## src/hdl/dpfa_pkg.sv

```systemverilog
package dpfa_pkg;

  localparam int ExpW  = 11;
  localparam int FracW = 52;
  localparam int EW    = 14;

  typedef enum logic [1:0] {
    CMD_ADD = 2'd0,
    CMD_SUB = 2'd1,
    CMD_MUL = 2'd2,
    CMD_DIV = 2'd3
  } cmd_code_t;

  typedef enum logic [3:0] {
    OP_NONE, OP_LOAD, OP_SPECIAL, OP_NORM, OP_ALIGN, OP_ADDSUM,
    OP_MULINIT, OP_MUL, OP_MULFIN, OP_DIVINIT, OP_DIV, OP_DIVFIN,
    OP_PRE, OP_RNORM, OP_DENORM, OP_FIN
  } dp_op_t;

  typedef enum logic [3:0] {
    S_IDLE, S_CHECK, S_NORM, S_ALIGN, S_ADDSUM, S_MULINIT, S_MUL, S_MULFIN,
    S_DIVINIT, S_DIV, S_DIVFIN, S_PRE, S_RNORM, S_DENORM, S_FIN, S_DONE
  } state_t;

  typedef struct packed {
    dp_op_t op;
  } dp_ctrl_t;

  typedef struct packed {
    cmd_code_t opc;
    logic      special;
    logic      norm_done;
    logic      sum_zero;
    logic      sig62;
    logic      mul_last;
    logic      div_last;
  } dp_stat_t;

endpackage

```

## src/hdl/dpfa_ctrl.sv

```systemverilog
module dpfa_ctrl
  import dpfa_pkg::*;
(
  input  logic     clk,
  input  logic     rst,
  input  logic     start,
  input  dp_stat_t stat,
  output dp_ctrl_t ctrl,
  output logic     busy,
  output logic     done
);

  state_t state, state_next;

  always_ff @(posedge clk) begin
    if (rst) state <= S_IDLE;
    else state <= state_next;
  end

  always_comb begin
    state_next = state;
    ctrl.op    = OP_NONE;
    case (state)
      S_IDLE: if (start) begin
        ctrl.op = OP_LOAD; state_next = S_CHECK;
      end
      S_CHECK: begin
        if (stat.special) begin
          ctrl.op = OP_SPECIAL; state_next = S_DONE;
        end else state_next = S_NORM;
      end
      S_NORM: begin
        ctrl.op = OP_NORM;
        if (stat.norm_done) begin
          case (stat.opc)
            CMD_MUL: state_next = S_MULINIT;
            CMD_DIV: state_next = S_DIVINIT;
            default: state_next = S_ALIGN;
          endcase
        end
      end
      S_ALIGN: begin ctrl.op = OP_ALIGN; state_next = S_ADDSUM; end
      S_ADDSUM: begin
        ctrl.op = OP_ADDSUM;
        state_next = stat.sum_zero ? S_DONE : S_PRE;
      end
      S_MULINIT: begin ctrl.op = OP_MULINIT; state_next = S_MUL; end
      S_MUL: begin
        ctrl.op = OP_MUL;
        if (stat.mul_last) state_next = S_MULFIN;
      end
      S_MULFIN: begin ctrl.op = OP_MULFIN; state_next = S_PRE; end
      S_DIVINIT: begin ctrl.op = OP_DIVINIT; state_next = S_DIV; end
      S_DIV: begin
        ctrl.op = OP_DIV;
        if (stat.div_last) state_next = S_DIVFIN;
      end
      S_DIVFIN: begin ctrl.op = OP_DIVFIN; state_next = S_PRE; end
      S_PRE: begin ctrl.op = OP_PRE; state_next = S_RNORM; end
      S_RNORM: begin
        ctrl.op = OP_RNORM;
        if (stat.sig62) state_next = S_DENORM;
      end
      S_DENORM: begin ctrl.op = OP_DENORM; state_next = S_FIN; end
      S_FIN: begin ctrl.op = OP_FIN; state_next = S_DONE; end
      S_DONE: state_next = S_IDLE;
      default: state_next = S_IDLE;
    endcase
  end

  assign busy = state != S_IDLE;
  assign done = state == S_DONE;

endmodule

```

## config.mk

```make
export PLATFORM = sky130hd
export DESIGN_NAME = dpfa_ctrl
export DESIGN_NICKNAME = d
export VERILOG_FILES = /design/src/hdl/dpfa_pkg.sv /design/src/hdl/dpfa_ctrl.sv
export SDC_FILE = /design/constraint.sdc
export NUM_CORES = 1
export LEC_CHECK = 0
export BUFFER_PORTS_ARGS = -buffer_cell sky130_fd_sc_hd__buf_2
export CAP_MARGIN = 25
export CORE_AREA = 2 2 39 41
export DETAILED_ROUTE_END_ITERATION = 6
export DIE_AREA = 0 0 41 43
export PLACE_DENSITY = 0.69
export SLEW_MARGIN = 20
export SYNTH_ARGS = -nofsm -noshare
export SYNTH_HDL_FRONTEND = slang
export SYNTH_SLANG_ARGS = --single-unit
```

## constraint.sdc

```tcl
create_clock -name clk -period 3.2 [get_ports clk]
set_input_delay 0.96 -clock clk [delete_from_list [all_inputs] [get_ports clk]]
set_output_delay 0.96 -clock clk [all_outputs]
set_load 0.05 [all_outputs]
```

### Yosys cells after proc, flatten, opt, wreduce, memory -nomap -nowiden

Index checks and enable logic that the tools add are counted.

| storage, ports and cells | value |
|---|---|
| register bits | 4 |
| input bits | 11 |
| output and inout bits | 6 |
| logic and storage cells | 39 |

| cells by class | value |
|---|---|
| equal/unequal tests | 22 |
| mux-type cells | 12 |
| reduce and logical (&&, ||, !) cells | 4 |

Operator list:

| cell | number |
|---|---|
| $pmux W4 S15 | 2 |
| $eq A4 B4 Y1 const B | 8 |
| $mux W4 | 6 |
| $eq A4 B3 Y1 const B | 4 |
| $ne A2 B2 Y1 const B | 5 |
| $eq A4 B2 Y1 const B | 2 |
| $pmux W4 S2 | 1 |
| $reduce_and A5 Y1 | 1 |
| $eq A2 B2 Y1 const B | 2 |
| $eq A4 B1 Y1 const B | 1 |
| $logic_not A4 Y1 | 1 |
| $reduce_bool A4 Y1 | 1 |
| $mux W3 | 1 |
| $mux W2 | 1 |
| $reduce_or A2 Y1 | 1 |
| $mux W1 | 1 |

### Depth between registers and ports, before layout

Gate-level depths: netlist of run 1.

| logic depth | value |
|---|---|
| depth after elaboration | 4 |
| mapped depth | 6 |

### Worst setup path before layout of run 1

No wires, ideal clock.

| path | value |
|---|---|
| path type | input to output |
| start point | in stat[5] (netlist bit) |
| end point | out ctrl[1] (netlist bit) |
| data arrival time | 2081 ps |
| slack | 159 ps |
| stages | 2 |
| buffers on the path | 0 |
| path through | nor3_1 > o21ai_0 |

RTL lines:

| element | line | text |
|---|---|---|
| start, declared | dpfa_ctrl.sv:7 | `input dp_stat_t stat,` |
| end, declared | dpfa_ctrl.sv:8 | `output dp_ctrl_t ctrl,` |

==> impl_metrics.yaml, run 1 <==
run_status:
  status: "finished, final reports clean"
global_routing:
  grt_use_total_pct: 12.6
  grt_pass1_vias: 407
  grt_max_degree: 20
  antenna_found_initial: 0
  grt_pass1_wl_mm: 1.64
  grt-ovfl-total: 0
sta:
  slew_violations: 0
  tightest_slew_ps: 588
  finalHoldViolations: 0
  rsz0062_at_grt: "no"
  max_slew_margin_pct: 60.8
  period_share_pct: 78.9
  fin_setup_tns_ps: 0
  fmax_mhz: 396
  setup_viol: 0
  min_period_ps: 2520
  clock_skew_ps: 2.54
die:
  die-area_sq_mm: 0.00176
  chipWidth_microns: 41
  die_y_microns: 43
  initial_core_util_pct: 34.3
  ios: 17
  num_rows: 14
  core_sq_mm: 0.00138
finish:
  num_antenna_cells: 0
  largest_reg_flops: 4
  drive_above_1_share_pct: 27.6
  finalNetCount: 89
  area_delta_synth_final_pct: 16.9
  reg.largest.list: "state: 4 flops"
  regMostFlops: "state"
synth:
  ys_seq_area_share_pct: 16.9
  ys_ff_latch: 4
  synth_area_leader_cell: "dfxtp_1"
  synth_top_family_by_area: "simple AND/OR/NAND/NOR gates"
  synth-compound-area-share_pct: 30.1
  syn_nets: 74
  muxShareOfSynthArea_pct: 4.49
  yosys.area_share.simple_pct: 33.5
  netlist_instances: 63
  synthesis.area_sq_um: 474
  synth_fa_ha_area_share_pct: 0
  synth_xor_area_share_pct: 3.69
  syn_avg_cell_area_sq_um: 7.53
  yosysWarnings: 0
  synthDistinctLibCells: 32
  synth_top_area_share_pct: 16.9
  synth_area_leaders: "dfxtp_1 17%, o311ai_0 5.5%, nand2b_1 5.3%"
setup_path:
  crit_path_start_kind: "register"
  reg2reg_from: "state[2]"
  cp-end-kind: "output port"
  cp.arrival_ps: 1560
  required_ps: 2240
  cp_max_fo: 19
  cp_cell_sequence: "nand3_1, xnor2_1, buf_2"
  reg2reg_to: "state[3]"
  crit_type: "reg2out"
  r2r_slack_ps: 1540
  reg2regPathDepth: 4
  worst_path_max_delay_cell: "dfxtp_1"
  cpPeakStageDelay_ps: 680
placement:
  dp_hpwl_microns: 756
  gp_congestion: 0.694
  portBuffers: 16
clock_network:
  clock-sinks: 4
  cts-buffers-inserted: 3
  path_clk_slew_ps: 40
  clock_latency_ps: 230
  root_buffer: "clkbuf_4"
  cts_buffer_depth: 2
  cts_tree: "built"
  h-tree-depth: 1
  ctsHoldBuffers: 0
  cts_setup_buffers: 0
  cts_resized: 0
detailed_routing:
  via_count: 492
  wl_per_cell_microns: 11.6
  drc: 0
  drt_pre_antenna_iters: 4
  via_per_inst: 5.35
  drt_iter0_markers: 7
  final_antenna_net_count: 0
  wl_mm: 1.07
hold_path:
  hp-class: "reg2reg"
  worstHoldStart: "state[1]"
  hold-path-endpoint: "state[1]"
  holdPathStages: 2
flow_run:
  maxCapViolations: 0
[cells by family after synthesis]
group,Yosys count
AND/OR/NAND/NOR,27
AO/OA/AOI/OAI,19
buffers and inverters,9
flip-flops,4
XOR/XNOR,2
multiplexers,2
[worst max-delay path: cells and delay by family (launching register included)]
kind / cells / cell delay, ps
DFF: 1 / 680
buffers and inverters: 1 / 280
and+or+nand+nor: 1 / 200
xor gates and xnor gates: 1 / 170
[layer usage]
metal / vias to the layer above / wire length [microns] / global-route usage (%)
li1: 263 / - / -
met1: 218 / 547 / 18.3
met2: 11 / 476 / 19.7
met3: 0 / 41 / 3.14
met4: 0 / 0 / 0
met5: - / 0 / 0
[layout by cell type (no fill, tap or decap), types with 2 or more instances in the layout]
master	count
a21oi_1	3
buf_2	16
clkbuf_4	3
dfxtp_1	4
inv_1	3
nand2_1	4
nand2b_1	4
nand3_1	3
nor2_1	3
nor2b_1	4
nor3b_1	2
o21ai_0	3
o311ai_0	3
o31a_1	2
xnor2_1	2
[worst max path at each step]
| stage | start | endpoint | depth (start not counted) |
|---|---|---|---|
| 2_1_floorplan | stat[5] | ctrl[1] | 2 |
| 3_3_place_gp | stat[5] | ctrl[1] | 4 |
| 3_5_place_dp | stat[5] | ctrl[1] | 4 |
| 4_1_cts | state[2] | ctrl[3] | 3 |
| 5_1_grt | state[2] | ctrl[3] | 3 |
| 6_report | state[2] | ctrl[3] | 3 |
[cells in the mapped netlist]
| cell | number |
|---|---|
| dfxtp_1 | 4 |
| or4_1 | 1 |
| a221oi_1 | 1 |
| mux2_1 | 1 |
| o31ai_1 | 1 |
| buf_2 | 4 |
| o31a_1 | 2 |
| nor3b_1 | 2 |
| nand2b_1 | 4 |
| nor2b_1 | 4 |
| o221a_1 | 1 |
| a311oi_1 | 1 |
| nand3b_1 | 1 |
| nand4b_1 | 1 |
| o211ai_1 | 1 |
| nor2_1 | 3 |
| nand3_1 | 3 |
| o21ai_0 | 3 |
| nor4_1 | 1 |
| nor3_1 | 1 |
| o311ai_0 | 3 |
| o32ai_1 | 1 |
| nand2_1 | 4 |
| o21ai_1 | 1 |
| buf_6 | 2 |
| mux2i_1 | 1 |
| or3_4 | 1 |
| a21oi_1 | 3 |
| inv_1 | 3 |
| o32a_2 | 1 |
| xnor2_1 | 2 |
| and2_1 | 1 |
[cell type report]
cell class / instances / area [sq um]
tap: 16 / 20.0
fill: 159 / 830
sequential: 4 / 80.1
clock buffer: 3 / 22.5
timing repair buffer: 16 / 80.1
inverter: 3 / 11.3
multi-input combinational: 50 / 340
[through the flow]
stage                     std cells  hold slack [ps]  util [%]  setup WS [ps]  cell area, sq um
after floorplan                  63              643         -            159               474
after global placement           89              676      38.4            691               532
after detailed placement         89              697      38.4            704               532
after CTS                        92              707      40.1            667               554
after global routing             92              747      40.1            534               554
final                            92              704      40.1            676               554
Power of run 1 is not shown: default switching activity piles up to over one toggle a cycle in this logic, so the estimate is an artifact.
==> run 2: changes to the inputs <==
--- a/config.mk
+++ b/config.mk
@@ -10,7 +10,7 @@
 export CORE_AREA = 2 2 39 41
 export DETAILED_ROUTE_END_ITERATION = 6
 export DIE_AREA = 0 0 41 43
-export PLACE_DENSITY = 0.69
+export PLACE_DENSITY = 0.71
 export SLEW_MARGIN = 20
 export SYNTH_ARGS = -nofsm -noshare
 export SYNTH_HDL_FRONTEND = slang
==> constraint.sdc (replaced) <==
create_clock -name clk -period 2.1 [get_ports clk]
set_input_delay 0.63 -clock clk [delete_from_list [all_inputs] [get_ports clk]]
set_output_delay 0.63 -clock clk [all_outputs]
set_load 0.05 [all_outputs]
==> impl_metrics.yaml, run 2 (same netlist as run 1, synthesis figures left out) <==
finish:
  num_antenna_cells: 0
  area_delta_synth_final_pct: 28.5
  reg.largest.list: "state: 4 flops"
  regMostFlops: "state"
  final_common_cell: "buf_2"
  drive_above_1_share_pct: 37.0
  most-common-layout-cells: "16 x buf_2, 5 x buf_4, 4 x nand2b_1, 4 x nand2_1, 4 x nor2b_1"
  finalNetCount: 94
  largest_reg_flops: 4
power_and_ir_drop:
  clockPowerShare_pct: 8.6
  pwr-share-seq_pct: 19.4
  leakagePower_nw: 0.265
  total_power_mw: 1.17
  p_comb_share_pct: 72.0
  switching_share_pct: 56.2
  p_int_mw: 0.513
  power_density_mw_per_mm2: 1930
  ir_drop_uv: 613
  p_sw_mw: 0.660
run_status:
  status: "finished, final reports clean"
sta:
  tightest_slew_ps: 410
  fin_hold_ws_ps: 603
  finalHoldViolations: 0
  period_share_pct: 97.7
  slew_violations: 0
  fin_setup_tns_ps: 0
  fmax_mhz: 487
  rsz0062_at_grt: "no"
  max_slew_margin_pct: 72.6
  clock_skew_ps: 0.534
  setup_viol: 0
  min_period_ps: 2050
global_routing:
  grt_max_degree: 14
  grt-ovfl-total: 0
  antenna_found_initial: 0
  grt_pass1_vias: 492
  grt_use_total_pct: 16.2
  grt_pass1_wl_mm: 1.99
clock_network:
  root_buffer: "clkbuf_4"
  cts_buffer_depth: 2
  h-tree-depth: 1
  cts-buffers-inserted: 3
  path_clk_slew_ps: 40
  clock-sinks: 4
  clock_latency_ps: 240
  cts_setup_buffers: 0
  ctsHoldBuffers: 0
  cts_tree: "built"
setup_path:
  cp_top_family: "simple AND/OR/NAND/NOR gates"
  crit_type: "reg2out"
  cp-end-kind: "output port"
  cpPeakStageDelay_ps: 530
  cp_cell_sequence: "or4_1, buf_2"
  worst_path_max_delay_cell: "or4_1"
  crit_path_start_kind: "register"
  required_ps: 1470
  cp_max_fo: 10
  critPathBufInv: 1
  cp.arrival_ps: 1420
die:
  die-area_sq_mm: 0.00176
  chipWidth_microns: 41
  initial_core_util_pct: 34.3
  ios: 17
  num_rows: 14
  core_sq_mm: 0.00138
  die_y_microns: 43
detailed_routing:
  wl_per_cell_microns: 13.5
  final_antenna_net_count: 0
  via_per_inst: 5.96
  drc: 0
  drt_iter0_markers: 17
  via_count: 578
  wl_mm: 1.31
  drt_pre_antenna_iters: 4
hold_path:
  hp-class: "in2reg"
flow_run:
  maxCapViolations: 0
placement:
  gp_congestion: 0.789
  dp_hpwl_microns: 941
  portBuffers: 16
run 2: cell count changes in the layout (fill, tap and decap cells not counted):
| cell | delta |
|---|---|
| xnor2_1 | -2 |
| xnor2_2 | +2 |
| dfxtp_2 | +2 |
| dfxtp_1 | -2 |
| buf_4 | +5 |
| o21ai_0 | -1 |
| o21ai_1 | +1 |
run 2: worst paths after layout:
path                               start       end  slack [ps]  cells after the start
worst max register to register  state[2]  state[3]         370                      6
worst min-delay path                 rst  state[1]         600                      2
worst min register to register  state[1]  state[1]         690                      3
worst max-delay path            state[3]      busy          50                      2
run 2: layout make-up:
class,instances,area (sq um)
clock buffer,3,22.5
fill,158,774
inverter,3,11.3
multi-input combinational,50,355
sequential,4,82.6
tap,16,20.0
timing repair buffer,21,118
run 2: power by group through the flow:
stage	Sequential (mW)	Clock (mW)	Combinational (mW)
floorplan	0.137	0	0.758
global placement	0.213	0	0.837
detailed placement	0.217	0	0.845
CTS	0.216	0.102	0.847
global route	0.238	0.107	0.906
finish	0.228	0.100	0.845
run 2: per-layer routing:
| layer | share of wire, % | GRT usage, % |
|---|---|---|
| met1 | 42 | 19.9 |
| met3 | 7.6 | 3.14 |
| met5 | 0 | 0 |
| met2 | 47 | 25.0 |
| met4 | 2.8 | 9.33 |
run 2: through the flow:
step / setup slack [ps] / area (sq um) / utilization [%] / instances
after floorplan: 74.7 / 489 / - / 63
after global placement: 269 / 584 / 42.2 / 94
after detailed placement: 243 / 584 / 42.2 / 94
after CTS: 27.5 / 608 / 43.9 / 97
after global routing: 3.08 / 609 / 44.0 / 97
final: 47.7 / 609 / 44.0 / 97
run 2: what timing repair did:
action,in CTS,in global routing
resized for setup,1,1
endpoints found under the setup margin,1,3
pin swaps,0,0
run 2: worst register-to-register path: cells and delay by family, from the launching register on:
kind	cells	cell delay [ps]
DFF	1	360
AOI/OAI and AO/OA	2	630
and+or+nand+nor	2	290
buffers and inverters	2	350
Note: power is estimated with default switching activity, not from simulation.
